**config.mk**
```make
export PLATFORM = sky130hd
export DESIGN_NAME = adaptive_window_moving_average
export DESIGN_NICKNAME = d
export VERILOG_FILES = /design/src/rtl/awma_pkg.sv /design/src/rtl/adaptive_window_moving_average.sv
export SDC_FILE = /design/constraint.sdc
export NUM_CORES = 1
export LEC_CHECK = 0
export BUFFER_PORTS_ARGS = -buffer_cell sky130_fd_sc_hd__buf_2
export CORE_AREA = 2 2 326 328
export CTS_CLUSTER_DIAMETER = 150
export DETAILED_ROUTE_END_ITERATION = 16
export DIE_AREA = 0 0 328 330
export GPL_TIMING_DRIVEN = 0
export PLACE_DENSITY_LB_ADDON = 0.25
export SLEW_MARGIN = 20
export SYNTH_ARGS = -nofsm -noshare
export SYNTH_HDL_FRONTEND = slang
export SYNTH_SLANG_ARGS = --single-unit
export TNS_END_PERCENT = 100
```
**constraint.sdc**
```tcl
create_clock -name clk -period 4.9 [get_ports clk]
set_clock_uncertainty 0.15 [all_clocks]
set_input_delay 0.49 -clock clk [delete_from_list [all_inputs] [get_ports clk]]
set_output_delay 0.49 -clock clk [all_outputs]
set_load 0.05 [all_outputs]
```
**src/rtl/awma_pkg.sv**
```systemverilog
// Constants shared by the adaptive-window moving average block.
// No dependencies.
`timescale 1ns / 1ps
`default_nettype none

package awma_pkg;

  // Number of history entries kept in the sample memory
  localparam int HISTORY_DEPTH = 32;

  localparam int TIME_W   = 19;                        // stored unsigned time, Q0.20 scale in 19 bits
  localparam int CFG_W    = 20;                        // window span register
  localparam int IN_W     = 24;                        // raw signed sample
  localparam int WUSED_W  = 6;                         // reported window port
  localparam int PTR_W    = $clog2(HISTORY_DEPTH);
  localparam int WIN_W    = $clog2(HISTORY_DEPTH + 1);
  localparam int SUM_W    = TIME_W + $clog2(HISTORY_DEPTH);
  localparam int NUM_W    = CFG_W + 2;                 // 2*span + average
  localparam int DIV_W    = (SUM_W > NUM_W) ? SUM_W : NUM_W;
  localparam int DCNT_W   = $clog2(DIV_W);

  localparam logic [TIME_W-1:0] MAX_FRAME     = TIME_W'(419430);  // 0.4 s
  localparam logic [TIME_W-1:0] PAUSE_LIMIT   = TIME_W'(105);     // 0.0001 s
  localparam logic [TIME_W-1:0] THIRTIETH     = TIME_W'(34953);   // 1/30 s
  localparam logic [CFG_W-1:0]  WINDOW_RESET  = CFG_W'(262144);   // 0.25 s

endpackage

`default_nettype wire

```
**src/rtl/adaptive_window_moving_average.sv**
```systemverilog
// Adaptive-window moving average of frame times: top level.
// Sample memory, shared restoring divider and control; uses awma_pkg.
//
// Usage: each input item on in_valid/in_ready carries one signed Q0.20
// frame duration. It is clamped to 0..0.4 s and written into a circular
// sample memory of HISTORY_DEPTH entries. The window length comes from
// cfg_wdata (written with cfg_we while idle) divided by the previous
// average; the result carries the truncated mean of the newest window
// entries and the window length on out_valid/out_ready.
// After reset the block clears the sample memory to 1/30 s, one entry a
// cycle, over all HISTORY_DEPTH entries; in_ready stays low meanwhile.
// One item is worked on at a time, through the window division, the read
// and sum of the window from the single memory read port, the mean
// division and the posting of the result, then back to idle before the
// next item is taken. A pause sample skips the sum and the mean and is
// itself the result; when the previous average is zero the window
// division is skipped as well and the window is one. The next item is
// taken while a result waits in the output register; a stalled receiver
// holds only the final step.
`timescale 1ns / 1ps
`default_nettype none

module adaptive_window_moving_average
  import awma_pkg::*;
(
  input  wire                      clk,
  input  wire                      rst_n,
  input  wire                      in_valid,
  output logic                     in_ready,
  input  wire signed [IN_W-1:0]    in_frame_time,
  output logic                     out_valid,
  input  wire                      out_ready,
  output logic [TIME_W-1:0]        out_average_time,
  output logic [WUSED_W-1:0]       out_window_used,
  input  wire                      cfg_we,
  input  wire [CFG_W-1:0]          cfg_wdata
);

  typedef enum logic [2:0] {
    ST_CLEAR,
    ST_IDLE,
    ST_DIVW,
    ST_SUM,
    ST_DIVA,
    ST_FINISH
  } state_t;

  state_t              state_r;
  logic [CFG_W-1:0]    window_r;
  logic [TIME_W-1:0]   prev_avg_r;
  logic [TIME_W-1:0]   sample_r;
  logic [TIME_W-1:0]   avg_r;
  logic [WIN_W-1:0]    win_r;
  logic [PTR_W-1:0]    wr_ptr_r;
  logic [PTR_W-1:0]    rd_ptr_r;
  logic [PTR_W-1:0]    clr_ptr_r;
  logic [WIN_W-1:0]    issue_cnt_r;
  logic                rd_pend_r;
  logic [SUM_W-1:0]    sum_r;
  logic [DIV_W-1:0]    div_rem_r;
  logic [DIV_W-1:0]    div_quo_r;
  logic [DIV_W-1:0]    div_den_r;
  logic [DCNT_W-1:0]   div_cnt_r;
  logic                out_valid_r;
  logic [TIME_W-1:0]   out_avg_r;
  logic [WIN_W-1:0]    out_win_r;

  // sample memory
  logic [TIME_W-1:0]   mem [HISTORY_DEPTH];
  logic [TIME_W-1:0]   rd_data_r;
  logic                mem_we;
  logic [PTR_W-1:0]    mem_waddr;
  logic [TIME_W-1:0]   mem_wdata;
  logic                mem_re;

  logic                accept;
  logic [TIME_W-1:0]   sample_clamped;
  logic [PTR_W-1:0]    wr_ptr_nxt;
  logic [PTR_W-1:0]    rd_ptr_nxt;
  logic [DIV_W:0]      rem_shift;
  logic                div_ge;
  logic [DIV_W-1:0]    div_rem_nxt;
  logic [DIV_W-1:0]    div_quo_nxt;
  logic [WIN_W-1:0]    win_nxt;

  assign in_ready         = (state_r == ST_IDLE);
  assign accept           = in_valid && in_ready;
  assign out_valid        = out_valid_r;
  assign out_average_time = out_avg_r;
  assign out_window_used  = WUSED_W'(out_win_r);

  always_comb begin
    if (in_frame_time[IN_W-1]) begin
      sample_clamped = '0;
    end else if (in_frame_time > $signed({{(IN_W-TIME_W){1'b0}}, MAX_FRAME})) begin
      sample_clamped = MAX_FRAME;
    end else begin
      sample_clamped = in_frame_time[TIME_W-1:0];
    end
  end

  // circular pointers, wrap at any depth
  assign wr_ptr_nxt = (wr_ptr_r == PTR_W'(HISTORY_DEPTH - 1)) ? '0 : wr_ptr_r + 1'b1;
  assign rd_ptr_nxt = (rd_ptr_r == '0) ? PTR_W'(HISTORY_DEPTH - 1) : rd_ptr_r - 1'b1;

  always_comb begin
    mem_we    = 1'b0;
    mem_waddr = wr_ptr_nxt;
    mem_wdata = sample_clamped;
    if (state_r == ST_CLEAR) begin
      mem_we    = 1'b1;
      mem_waddr = clr_ptr_r;
      mem_wdata = THIRTIETH;
    end else if (accept) begin
      mem_we    = 1'b1;
    end
  end

  assign mem_re = (state_r == ST_SUM) && (issue_cnt_r != win_r);

  always_ff @(posedge clk) begin
    if (mem_we) begin
      mem[mem_waddr] <= mem_wdata;
    end
    if (mem_re) begin
      rd_data_r <= mem[rd_ptr_r];
    end
  end

  // one restoring division step
  assign rem_shift   = {div_rem_r, div_quo_r[DIV_W-1]};
  assign div_ge      = rem_shift >= {1'b0, div_den_r};
  assign div_rem_nxt = div_ge ? DIV_W'(rem_shift - {1'b0, div_den_r}) : DIV_W'(rem_shift);
  assign div_quo_nxt = {div_quo_r[DIV_W-2:0], div_ge};

  // saturate the rounded window to 1..depth
  always_comb begin
    if (div_quo_nxt > DIV_W'(HISTORY_DEPTH)) begin
      win_nxt = WIN_W'(HISTORY_DEPTH);
    end else if (div_quo_nxt == '0) begin
      win_nxt = WIN_W'(1);
    end else begin
      win_nxt = WIN_W'(div_quo_nxt);
    end
  end

  always_ff @(posedge clk) begin
    if (!rst_n) begin
      state_r     <= ST_CLEAR;
      window_r    <= WINDOW_RESET;
      prev_avg_r  <= THIRTIETH;
      wr_ptr_r    <= '0;
      clr_ptr_r   <= '0;
      rd_pend_r   <= 1'b0;
      out_valid_r <= 1'b0;
    end else begin
      if (cfg_we) begin
        window_r <= cfg_wdata;
      end
      // drop the taken result unless a new one is posted in the same cycle
      if (out_valid_r && out_ready && (state_r != ST_FINISH)) begin
        out_valid_r <= 1'b0;
      end

      case (state_r)
        ST_CLEAR: begin
          clr_ptr_r <= clr_ptr_r + 1'b1;
          if (clr_ptr_r == PTR_W'(HISTORY_DEPTH - 1)) begin
            state_r <= ST_IDLE;
          end
        end

        ST_IDLE: begin
          if (accept) begin
            sample_r  <= sample_clamped;
            wr_ptr_r  <= wr_ptr_nxt;
            div_rem_r <= '0;
            div_quo_r <= DIV_W'({window_r, 1'b0}) + DIV_W'(prev_avg_r);
            div_den_r <= DIV_W'({prev_avg_r, 1'b0});
            div_cnt_r <= DCNT_W'(DIV_W - 1);
            if (prev_avg_r == '0) begin
              win_r <= WIN_W'(1);
              if (sample_clamped < PAUSE_LIMIT) begin
                avg_r   <= sample_clamped;
                state_r <= ST_FINISH;
              end else begin
                state_r <= ST_SUM;
              end
            end else begin
              state_r <= ST_DIVW;
            end
            rd_ptr_r    <= wr_ptr_nxt;
            issue_cnt_r <= '0;
            sum_r       <= '0;
            rd_pend_r   <= 1'b0;
          end
        end

        ST_DIVW: begin
          div_rem_r <= div_rem_nxt;
          div_quo_r <= div_quo_nxt;
          div_cnt_r <= div_cnt_r - 1'b1;
          if (div_cnt_r == '0) begin
            win_r <= win_nxt;
            if (sample_r < PAUSE_LIMIT) begin
              avg_r   <= sample_r;
              state_r <= ST_FINISH;
            end else begin
              state_r <= ST_SUM;
            end
          end
        end

        ST_SUM: begin
          if (rd_pend_r) begin
            sum_r <= sum_r + SUM_W'(rd_data_r);
          end
          if (issue_cnt_r != win_r) begin
            issue_cnt_r <= issue_cnt_r + 1'b1;
            rd_ptr_r    <= rd_ptr_nxt;
            rd_pend_r   <= 1'b1;
          end else begin
            rd_pend_r <= 1'b0;
            if (!rd_pend_r) begin
              div_rem_r <= '0;
              div_quo_r <= DIV_W'(sum_r);
              div_den_r <= DIV_W'(win_r);
              div_cnt_r <= DCNT_W'(DIV_W - 1);
              state_r   <= ST_DIVA;
            end
          end
        end

        ST_DIVA: begin
          div_rem_r <= div_rem_nxt;
          div_quo_r <= div_quo_nxt;
          div_cnt_r <= div_cnt_r - 1'b1;
          if (div_cnt_r == '0) begin
            avg_r   <= TIME_W'(div_quo_nxt);
            state_r <= ST_FINISH;
          end
        end

        ST_FINISH: begin
          // hold until the output register is free
          if (!out_valid_r || out_ready) begin
            out_valid_r <= 1'b1;
            out_avg_r   <= avg_r;
            out_win_r   <= win_r;
            prev_avg_r  <= avg_r;
            state_r     <= ST_IDLE;
          end
        end

        default: begin
          state_r <= ST_IDLE;
        end
      endcase
    end
  end

endmodule

`default_nettype wire

```
==> impl_results.md <==
- Count of buffers inserted at the top-level ports: 74
- Setup-failing EPs final: 0
- Number of standard cells in the layout, taps in and fillers out: approximately 4000
- Worst-path maximum fanout: 10
- Cts bufs inserted: between 90 and 100
- Nets: 2574
- Antenna violations before repair: 4
- Cell count after placement: approximately 3700
- Synthesized Nets: roughly 2300
- H-tree lvl count: 3
- Run status: finished clean
- Final slew viol count: 0
- Critical path class: reg2reg
- Post-detail-place hpwl: approximately 70000 um
- Clock root buffer: clkbuf_16
- Routability congestion estimate from global placement: about 0.9
- Initial cell density of the core: roughly a third
- Standard-cell row count: between 100 and 150
- Worst setup timing slack at the placement stage: just over 0.9 ns
- Leading cell type in the layout, fill and taps excluded: edfxtp_1
- Area added between synthesis and finish: 17.9%
- Syn Std Cell Area: 36500 um2
- EDFF count, synth: 804
- Number of resized instances in the post-cts repair step: 0
- Post-Synthesis Cells: ~2200
- Number of nets with antenna violations after routing: 0
- Die Y-Extent: approximately 330 um
- Global-route usage over all layers: 17.9%
- Average detailed-routed wire length per instance: 24.7 um
- Die Span X: approximately 330 um
- Leading cell types in the layout, fill and taps excluded: 804 x edfxtp_1, 190 x mux4_2, 176 x nand2_1, 103 x nor2_1, 94 x clkbuf_16
- Slew Limit Headroom: 24.6%
- Num ports: between 70 and 80
- First-pass DRT Iterations: 5
- Syn Area/Cell: roughly 16 um2
- First-pass GRT wire length: 141000 um
- Final critical path time including I/O delays and setup: ~4.0 ns
- Data required, critical path: approximately 5.2 ns
- Synth unique cells: 74
- Endpoint kind of the worst setup timing path: flip-flop
- Clock Latency Late Sink: between 0.6 and 0.7 ns
- Pleak: 0.0140 uW
- 1st-iter DRT viols: between 2000 and 2500
- Buffer levels on the longest clock path: 3
- Number of global-route vias before repair: between 20000 and 25000
- Clock slew at the register clock pins of the worst setup and hold paths: around 0.060 ns
- Number of remaining DRC errors: 0
- Via Count: 20900
- Async set or reset register ratio after synthesis: 0%
- TritonCTS clock tree: built
- Maximum number of pins on one net before global-route repair: 33
- Share of the clock period used by the worst path after layout: between 80% and 90%
- Final hold vios: 0
- Post-synthesis sequential area ratio: 69.2%
- Transition at the pin with the smallest max-transition slack: roughly 1.1 ns
- Total overflow reported by the global router: 0
- Yosys reg bits: about 860
- Number of post-CTS setup repair buffers: 0
- Clock sink count: around 860
- Maximum vdd ir drop: 0.000296 V
- Yosys warnings: 0
- Max-cap violation count: 0
- Setup repair after global routing missed its margin: false
- Top_reg_cell synth: edfxtp_1
- Arrival time of the worst setup path: between 4 and 5 ns
- Element type at the critical path start: flip-flop
- Post-route worst setup slack: a little under 0.9 ns
- Maximum clock frequency: 0.249 GHz
- Via density per instance: 5.34
- Total die area: about 110000 um2
- Std-Cell Core Area: between 100000 and 150000 um2
- Worst min-delay path class: in2reg
- Detailed Route WL: about 97000 um
- Share of final-layout standard cells stronger than drive strength 1: 21.7%
- Power density over cell area: approximately 380 nW/um2
## critical path, stage by stage (launching register included)
cell	delay [ns]
edfxtp_1	0.33
clkbuf_1	0.51
clkbuf_1	0.60
buf_1	0.79
mux4_2	0.42
mux4_2	0.58
mux2_2	0.33
## Yosys cell counts (23+ instances only)
cell | number | area (um2)
dfxtp_1 | 54 | 1080
nand2_1 | 181 | 679
mux2i_1 | 26 | 260
buf_1 | 24 | 90.1
a22oi_1 | 41 | 308
inv_1 | 62 | 233
xor2_1 | 28 | 245
nand3_1 | 32 | 160
mux4_2 | 190 | 4280
a21oi_1 | 86 | 430
clkbuf_1 | 67 | 251
o21ai_0 | 68 | 340
xnor2_1 | 31 | 272
edfxtp_1 | 804 | 24100
nor2b_1 | 23 | 144
nor2_1 | 153 | 574
nor3_1 | 37 | 185
ha_1 | 64 | 801
## repair_timing
| action | 4_1_cts | 5_1_grt |
|---|---|---|
| endpoints found under the hold margin | 20 | 0 |
| setup endpoints to repair | 0 | 0 |
| hold buffers | 20 | 0 |
## registers in the layout, indices dropped and copies added (netlist names), 19 cells and up
signal            flops
rd_data_r            19
avg_r                19
div_den_r            20
sum_r                24
mem                 608
out_average_time     19
window_r             20
sample_r             19
div_rem_r            24
div_quo_r            24
prev_avg_r           19
## routing by layer
metal  global-route usage [%]  share of wire [%]
met5                        0              0.013
met4                     6.33                3.5
met3                     2.77                5.4
met2                     29.4                 48
met1                     24.3                 43
## power by group
part / total [uW] / switching, uW / leakage [uW] / internal, uW
combinational: 994 / 664 / 0.00485 / 330
clock: 7090 / 2920 / 0.00151 / 4170
sequential: 8350 / 76.0 / 0.00760 / 8280
total: 16400 / 3660 / 0.0140 / 12800
## final cells by class
type,instances,area [um2]
Antenna cell,1,2.50
Buffer,96,383
Clock buffer,119,2470
Clock inverter,50,634
Fill cell,9317,61700
Inverter,64,240
Multi-Input combinational cell,1207,11000
Sequential cell,858,25200
Tap cell,1391,1740
Timing Repair Buffer,138,1320
## final timing paths
check | from | end | slack, ns | cells past startpoint
setup reg to reg | rd_ptr_r[1]$_DFFE_PP_ | rd_data_r[14]$_DFFE_PP_ | 0.89 | 6
hold / removal | rst_n | state_r[2]$_SDFFE_PN0P_ | 0.05 | 3
hold reg to reg | avg_r[7]$_DFFE_PP_ | out_average_time[7]$_DFFE_PP_ | 0.31 | 0
setup / recovery | rd_ptr_r[1]$_DFFE_PP_ | rd_data_r[14]$_DFFE_PP_ | 0.89 | 6
## through the flow
step                      hold slack (ns)  util [%]  instance area (um2)  power [uW]  setup TNS [ns]
final                              0.0484      41.1                43000       16400               0
after global routing               0.0273      41.1                43000       17000               0
after CTS                          0.0197      41.1                43000       16600               0
after detailed placement            0.293      37.9                39700        9500               0
after global placement              0.301      36.9                38600        9330          -98.87
after floorplan                     0.276         -                36500        8980               0
## cell families after synthesis
logic type	count (synthesis)	share of synthesized area, %
xor+xnor	59	1.42
simple gates	526	6.65
fa+ha+maj	67	2.36
compound gates	320	5.68
mux	235	13.0
flops	858	69.2
buf+inv	160	1.69
Note: power is estimated with default switching activity, not from simulation.
